`src/rtl/core/sli_pkg.sv`:
```
// ----------------------------------------------------------------------------
// sli_pkg
// Shared types and constants for the ordered sequence store.
// ----------------------------------------------------------------------------
package sli_pkg;

    localparam int DEPTH_DEF = 16;
    localparam int VAL_W     = 32;
    localparam int POS_W     = 5;

    typedef enum logic [1:0] {
        ACT_APPEND    = 2'd0,
        ACT_POP_HEAD  = 2'd1,
        ACT_POP_TAIL  = 2'd2,
        ACT_REMOVE_AT = 2'd3
    } t_action;

    typedef enum logic [1:0] {
        ST_OK    = 2'd0,
        ST_FULL  = 2'd1,
        ST_EMPTY = 2'd2,
        ST_RANGE = 2'd3
    } t_status;

    // Broadcast to every cell: write at the index, or remove at the index
    // and close the gap from above.
    typedef struct packed {
        logic wr;
        logic rm;
    } t_req;

endpackage

```
`src/rtl/core/sli_cell.sv`:
```
// ----------------------------------------------------------------------------
// sli_cell
// One storage cell of the chain: holds, loads the new item or takes the
// value of its upper neighbour.
// ----------------------------------------------------------------------------
module sli_cell
    import sli_pkg::*;
#(
    parameter int IDX_W   = 4,
    parameter int CELL_ID = 0
) (
    input  logic             i_clk,
    input  t_req             i_req,
    input  logic [IDX_W-1:0] i_idx,
    input  logic [VAL_W-1:0] i_din,
    input  logic [VAL_W-1:0] i_next,
    output logic [VAL_W-1:0] o_value,
    output logic [VAL_W-1:0] o_pick
);

    localparam logic [IDX_W-1:0] MyIdx = IDX_W'(CELL_ID);

    logic [VAL_W-1:0] r_value;
    logic [VAL_W-1:0] n_value;
    logic             hit;

    assign hit = (i_idx == MyIdx);

    always_comb begin
        n_value = r_value;
        if (i_req.wr && hit) begin
            n_value = i_din;
        end else if (i_req.rm && (MyIdx >= i_idx)) begin
            n_value = i_next;
        end
    end

    always_ff @(posedge i_clk) begin
        r_value <= n_value;
    end

    assign o_value = r_value;
    assign o_pick  = (i_req.rm && hit) ? r_value : '0;

endmodule

```
`src/rtl/core/sli_ctrl.sv`:
```
// ----------------------------------------------------------------------------
// sli_ctrl
// Entry count and request decode: status, target index and cell command.
// ----------------------------------------------------------------------------
module sli_ctrl
    import sli_pkg::*;
#(
    parameter int DEPTH = DEPTH_DEF,
    parameter int IDX_W = $clog2(DEPTH),
    parameter int CNT_W = $clog2(DEPTH + 1)
) (
    input  logic             i_clk,
    input  logic             i_rst_n,
    input  logic             i_accept,
    input  t_action          i_action,
    input  logic [POS_W-1:0] i_position,
    output t_req             o_req,
    output logic [IDX_W-1:0] o_idx,
    output t_status          o_status,
    output logic [CNT_W-1:0] o_count
);

    localparam int               CMP_W = (CNT_W > POS_W) ? CNT_W : POS_W;
    localparam logic [CNT_W-1:0] Full  = CNT_W'(DEPTH);

    logic [CNT_W-1:0] r_count;
    logic [CNT_W-1:0] n_count;
    logic [CMP_W-1:0] pos_x;
    logic [CMP_W-1:0] cnt_x;
    logic             empty;

    assign pos_x = CMP_W'(i_position);
    assign cnt_x = CMP_W'(r_count);
    assign empty = (r_count == '0);

    always_comb begin
        o_req    = '0;
        o_idx    = '0;
        o_status = ST_OK;
        n_count  = r_count;
        if (i_accept) begin
            unique case (i_action)
                ACT_APPEND: begin
                    if (r_count == Full) begin
                        o_status = ST_FULL;
                    end else begin
                        o_req.wr = 1'b1;
                        o_idx    = IDX_W'(r_count);
                        n_count  = r_count + 1'b1;
                    end
                end
                ACT_POP_HEAD: begin
                    if (empty) begin
                        o_status = ST_EMPTY;
                    end else begin
                        o_req.rm = 1'b1;
                        n_count  = r_count - 1'b1;
                    end
                end
                ACT_POP_TAIL: begin
                    if (empty) begin
                        o_status = ST_EMPTY;
                    end else begin
                        o_req.rm = 1'b1;
                        o_idx    = IDX_W'(r_count - 1'b1);
                        n_count  = r_count - 1'b1;
                    end
                end
                ACT_REMOVE_AT: begin
                    if (empty) begin
                        o_status = ST_EMPTY;
                    end else if ((pos_x == '0) || (pos_x > cnt_x)) begin
                        o_status = ST_RANGE;
                    end else begin
                        o_req.rm = 1'b1;
                        o_idx    = IDX_W'(pos_x - 1'b1);
                        n_count  = r_count - 1'b1;
                    end
                end
                default: begin
                    o_status = ST_OK;
                end
            endcase
        end
    end

    always_ff @(posedge i_clk) begin
        if (!i_rst_n) begin
            r_count <= '0;
        end else begin
            r_count <= n_count;
        end
    end

    assign o_count = n_count;

    a_count_bound: assert property (@(posedge i_clk) disable iff (!i_rst_n)
        r_count <= Full)
        else $error("entry count beyond depth");

    a_append_grows: assert property (@(posedge i_clk) disable iff (!i_rst_n)
        (i_accept && (i_action == ACT_APPEND) && (r_count != Full))
        |=> (r_count == $past(r_count) + 1'b1))
        else $error("append did not grow the count");

    a_remove_shrinks: assert property (@(posedge i_clk) disable iff (!i_rst_n)
        o_req.rm |=> (r_count == $past(r_count) - 1'b1))
        else $error("removal did not shrink the count");

    a_idle_holds: assert property (@(posedge i_clk) disable iff (!i_rst_n)
        !i_accept |=> $stable(r_count))
        else $error("count changed without an item");

    a_flag_no_op: assert property (@(posedge i_clk) disable iff (!i_rst_n)
        (o_status != ST_OK) |-> ((o_req == '0) && (n_count == r_count)))
        else $error("flagged request changed the store");

endmodule

```
`src/rtl/core/sequence_list_insert_delete.sv`:
```
// ----------------------------------------------------------------------------
// sequence_list_insert_delete
// Ordered store of signed values with append and head, tail and positional
// removal, built as a chain of shifting cells.
// ----------------------------------------------------------------------------
// Channel  Dir  tuser            tdata (lowest bit up)
// s_axis   in   action[1:0]      value[31:0], position[4:0], zero fill
// m_axis   out  status[1:0]      count[CNT_W-1:0], removed_value[31:0], fill
//
// All cells decide in parallel to hold, load or shift, and one item is taken
// in each cycle unless a full, unaccepted output register stalls the input.
// The result is seen in the cycle after the item is taken, in a single output register.
// A stalled result holds the input only while the output register is full.
// Reset empties the store at once; cell contents are not cleared.
// ----------------------------------------------------------------------------
module sequence_list_insert_delete
    import sli_pkg::*;
#(
    parameter int DEPTH = DEPTH_DEF,
    parameter int IDX_W = $clog2(DEPTH),
    parameter int CNT_W = $clog2(DEPTH + 1),
    parameter int OUT_W = ((CNT_W + VAL_W + 7) / 8) * 8
) (
    input  logic                             i_clk,
    input  logic                             i_rst_n,
    input  logic                             s_axis_tvalid,
    output logic                             s_axis_tready,
    // value, position, zero fill
    input  logic [((VAL_W+POS_W+7)/8)*8-1:0] s_axis_tdata,
    // action
    input  logic [1:0]                       s_axis_tuser,
    output logic                             m_axis_tvalid,
    input  logic                             m_axis_tready,
    // count, removed_value, zero fill
    output logic [OUT_W-1:0]                 m_axis_tdata,
    // status
    output logic [1:0]                       m_axis_tuser
);

    logic             accept;
    t_req             req;
    logic [IDX_W-1:0] idx;
    t_status          status;
    logic [CNT_W-1:0] count;
    logic [VAL_W-1:0] din;
    logic [VAL_W-1:0] cell_value [DEPTH];
    logic [VAL_W-1:0] cell_pick  [DEPTH];
    logic [VAL_W-1:0] removed;

    logic             r_valid;
    t_status          r_status;
    logic [CNT_W-1:0] r_count;
    logic [VAL_W-1:0] r_removed;

    assign s_axis_tready = !r_valid || m_axis_tready;
    assign accept        = s_axis_tvalid && s_axis_tready;
    assign din           = s_axis_tdata[VAL_W-1:0];

    sli_ctrl #(
        .DEPTH (DEPTH),
        .IDX_W (IDX_W),
        .CNT_W (CNT_W)
    ) u_ctrl (
        .i_clk      (i_clk),
        .i_rst_n    (i_rst_n),
        .i_accept   (accept),
        .i_action   (t_action'(s_axis_tuser)),
        .i_position (s_axis_tdata[VAL_W +: POS_W]),
        .o_req      (req),
        .o_idx      (idx),
        .o_status   (status),
        .o_count    (count)
    );

    for (genvar g = 0; g < DEPTH; g++) begin : g_cell
        sli_cell #(
            .IDX_W   (IDX_W),
            .CELL_ID (g)
        ) u_cell (
            .i_clk   (i_clk),
            .i_req   (req),
            .i_idx   (idx),
            .i_din   (din),
            .i_next  ((g == DEPTH - 1) ? cell_value[g] : cell_value[(g + 1) % DEPTH]),
            .o_value (cell_value[g]),
            .o_pick  (cell_pick[g])
        );
    end

    always_comb begin
        removed = '0;
        for (int i = 0; i < DEPTH; i++) begin
            removed = removed | cell_pick[i];
        end
    end

    always_ff @(posedge i_clk) begin
        if (!i_rst_n) begin
            r_valid <= 1'b0;
        end else if (accept) begin
            r_valid <= 1'b1;
        end else if (m_axis_tready) begin
            r_valid <= 1'b0;
        end
    end

    always_ff @(posedge i_clk) begin
        if (accept) begin
            r_status  <= status;
            r_count   <= count;
            r_removed <= removed;
        end
    end

    assign m_axis_tvalid = r_valid;
    assign m_axis_tuser  = r_status;
    assign m_axis_tdata  = OUT_W'({r_removed, r_count});

endmodule
```
`config.mk`:
```
export PLATFORM = sky130hd
export DESIGN_NAME = sequence_list_insert_delete
export DESIGN_NICKNAME = d
export VERILOG_FILES = /design/src/rtl/core/sli_pkg.sv /design/src/rtl/core/sli_cell.sv /design/src/rtl/core/sli_ctrl.sv /design/src/rtl/core/sequence_list_insert_delete.sv
export SDC_FILE = /design/constraint.sdc
export NUM_CORES = 1
export LEC_CHECK = 0
export BUFFER_PORTS_ARGS = -buffer_cell sky130_fd_sc_hd__buf_2
export CORE_ASPECT_RATIO = 0.75
export CORE_MARGIN = 1
export CORE_UTILIZATION = 61
export CTS_CLUSTER_DIAMETER = 60
export DETAILED_ROUTE_END_ITERATION = 10
export GPL_TIMING_DRIVEN = 0
export PLACE_DENSITY = 0.78
export RECOVER_POWER = 25
export SLEW_MARGIN = 20
export SYNTH_ARGS = -nofsm -noshare
export SYNTH_HDL_FRONTEND = slang
export SYNTH_SLANG_ARGS = --single-unit
```
`constraint.sdc`:
```
create_clock -name i_clk -period 6.7 [get_ports i_clk]
set_input_delay 1.34 -clock i_clk [delete_from_list [all_inputs] [get_ports i_clk]]
set_output_delay 1.34 -clock i_clk [all_outputs]
set_load 0.02 [all_outputs]
```
==> results.py <==
metrics = {
    "clocking": {
        "cts-resized-gates": 0,
        "path_clk_slew_ns": 0.07,
        "clock_latency_ns": 0.62,
        "clockBufferDepth": 3,
        "cts.htree.levels": 2,
        "cts-root-buf": "clkbuf_16",
        "postCtsSetupRepairBufs": 0,
        "cts_inserted_buffers": 54,
        "cts_tree": "built",
        "hold_buffers": 0,
        "cts.sinks": 557,
    },
    "finish": {
        "fin_nets": 2064,
        "stdcell_count": 2626,
        "final_common_cell": "edfxtp_1",
        "fin_area_um2": 30900,
        "drive_gt1_frac": 0.340,
        "area_growth_pct": 13.2,
        "final_cell_mix": "edfxtp_1, mux2_2, clkbuf_1, a22oi_1, nand2_1",
    },
    "drt": {
        "routed_wl_um": 96300,
        "drtPass1Iterations": 8,
        "wl_met1_um": 34200,
        "via_per_inst": 7.51,
        "drcViolationCount": 0,
        "dr_wl_met3_um": 15500,
        "vias": 19700,
        "top_layer": "met4",
        "route.met2.wl_um": 40000,
        "wl_per_cell_um": 36.7,
        "ant_nets": 0,
        "initialDrtViolationCount": 3463,
    },
    "global_routing": {
        "grt.total_usage": 0.424,
        "grt_antenna_before_repair": 2,
        "grt_max_degree": 46,
        "grt_overflow": 0,
        "grt_pass1_wl_um": 135000,
        "grt_pass1_vias": 19200,
    },
    "critical_path": {
        "cp-end-kind": "register",
        "max_stage_delay_ns": 0.97,
        "cpMaxStageDelayCell": "clkbuf_1",
        "r2r_slack_ns": 0.45,
        "crit_buf_inv": 5,
        "crit_path_cell_trace": "inv_1, ha_1, nor2b_1, and2_0, buf_6, inv_2, ha_1, a22oi_1, o41a_1, clkbuf_1, nor2_4, nor4_2, clkbuf_1, a21oi_1, nand2_4",
        "crit_arrival_ns": 6.49,
        "crit_required_ns": 6.93,
        "critPathLaunchType": "register",
        "path_max_fanout": 32,
        "path_delay_family": "simple AND/OR/NAND/NOR gates",
        "crit_type": "reg -> reg",
    },
    "floorplanning": {
        "start_util": 0.624,
        "num_io_pins": 90,
        "die_h_um": 185,
        "rows": 66,
        "die_area_um2": 45600,
        "die_w_um": 246,
        "coreArea_um2": 43800,
    },
    "sta": {
        "hold_viol_final": 0,
        "holdWs_ns": 0.571,
        "fin_skew_ns": 0.0245,
        "fmax_ghz": 0.160,
        "min_period_ns": 6.25,
        "slew_viol_final": 57,
        "setup_viol": 0,
        "period_share": 0.933,
        "tightestPinTransition_ns": 2.54,
        "rsz0062_at_grt": "false",
        "relSlewSlack": -0.700,
    },
    "pwr": {
        "ir_drop_v": 0.000225,
        "leakage_uw": 0.0104,
        "p_total_uw": 7630,
        "cellPowerDensity_nw_per_um2": 247,
    },
    "yosys": {
        "synth_area_um2": 27300,
        "synth_warnings": 0,
        "synth_cells": 1837,
        "yosysSeqAreaShare": 0.610,
        "synth-edff-count": 551,
        "synth-seq-cells": 557,
        "synth_cell_type_count": 80,
        "synthArstFlopShare": 0,
        "ys.flop_type": "edfxtp_1",
        "syn_avg_cell_area_um2": 14.9,
    },
    "placement": {
        "postPlaceCellArea_um2": 29200,
        "dp_hpwl_um": 60200,
        "gp_congestion": 0.981,
        "port_buffers": 83,
        "placedCellCount": 2526,
    },
    "worst_hold_path": {
        "hold_class": "reg -> reg",
    },
    "job": {
        "max-cap-violations": 2,
    },
    "status": {
        "violations": "capacitance limit, slew limit",
        "outcome": "finished with violations",
    },
}
final cells by class:
class,instances,area (um2)
Timing Repair Buffer,109,930
Fill cell,2982,12800
Antenna cell,1,2.50
Clock buffer,64,1430
Tap cell,578,723
Multi-Input combinational cell,1113,9970
Clock inverter,35,395
Buffer,149,723
Inverter,20,76.3
Sequential cell,557,16700
per-stage QoR:
stage / TNS, ns / utilization / setup slack, ns
3_5_place_dp: 0 / 0.668 / 0.679
5_1_grt: 0 / 0.706 / 0.473
4_1_cts: 0 / 0.710 / 1.20
2_1_floorplan: 0 / - / 0.784
6_report: 0 / 0.706 / 0.446
3_3_place_gp: -817.66 / 0.650 / -3.39
path summary, 6_finish.rpt:
kind                                                         startpoint                                 endpoint  depth (start not counted)
worst max-delay path                         u_ctrl.cnt_x[0]$_SDFF_PN0_   g_cell[8].u_cell.o_value[18]$_DFFE_PP_                         15
worst min-delay path            g_cell[12].u_cell.o_value[26]$_DFFE_PP_  g_cell[11].u_cell.o_value[26]$_DFFE_PP_                          1
worst max register to register               u_ctrl.cnt_x[0]$_SDFF_PN0_   g_cell[8].u_cell.o_value[18]$_DFFE_PP_                         15
worst min register to register  g_cell[12].u_cell.o_value[26]$_DFFE_PP_  g_cell[11].u_cell.o_value[26]$_DFFE_PP_                          1
Yosys cell counts (4+ instances only):
| master | number | area share |
|---|---|---|
| a211oi_1 | 11 | 0.0030 |
| a21oi_1 | 34 | 0.0062 |
| a221oi_1 | 17 | 0.0055 |
| a222oi_1 | 50 | 0.018 |
| a22o_1 | 23 | 0.0074 |
| a22oi_1 | 89 | 0.024 |
| a31oi_1 | 8 | 0.0018 |
| and2_1 | 10 | 0.0023 |
| and3_1 | 18 | 0.0041 |
| and4_1 | 14 | 0.0045 |
| and4b_1 | 6 | 0.0022 |
| buf_2 | 60 | 0.011 |
| buf_4 | 10 | 0.0027 |
| buf_6 | 10 | 0.0041 |
| clkbuf_1 | 67 | 0.0092 |
| dfxtp_1 | 6 | 0.0044 |
| edfxtp_1 | 551 | 0.61 |
| ha_1 | 14 | 0.0064 |
| inv_1 | 19 | 0.0026 |
| mux2_1 | 28 | 0.012 |
| mux2_2 | 463 | 0.19 |
| nand2_1 | 90 | 0.012 |
| nand2b_1 | 6 | 0.0014 |
| nand3_1 | 38 | 0.0070 |
| nand4_1 | 27 | 0.0062 |
| nor2_1 | 42 | 0.0058 |
| nor3_1 | 7 | 0.0013 |
| nor3_2 | 7 | 0.0026 |
| nor4_4 | 4 | 0.0031 |
| o21ai_0 | 19 | 0.0035 |
| o21ai_1 | 10 | 0.0018 |
| or3_1 | 16 | 0.0037 |
logic make-up after synthesis:
group,share of synthesized area
flip-flops,0.610
other,0.000137
AND/OR/NAND/NOR,0.0636
XOR/XNOR,0.000321
adder cells (fa/ha/maj),0.00641
multiplexers,0.202
AO/OA/AOI/OAI,0.0867
buffers and inverters,0.0301
state kept, by name (all words and copies together), names as in the netlist:
name,count
r_removed,32
u_ctrl.cnt_x,5
g_cell.u_cell.o_value,512
m_axis_tuser,2
r_count,5
m_axis_tvalid,1
layer usage:
metal / GRT usage / up-vias
li1: - / 7739
met1: 0.553 / 9656
met2: 0.614 / 1878
met3: 0.154 / 442
met4: 0.235 / 0
met5: 0 / -
power by group:
group | leakage (uW) | switching (uW) | internal [uW] | total [uW]
clock network | 0.000901 | 1410 | 1840 | 3250
registers | 0.00506 | 38.5 | 3900 | 3940
logic | 0.00443 | 308 | 136 | 444
Note: power is estimated with default switching activity, not from simulation.
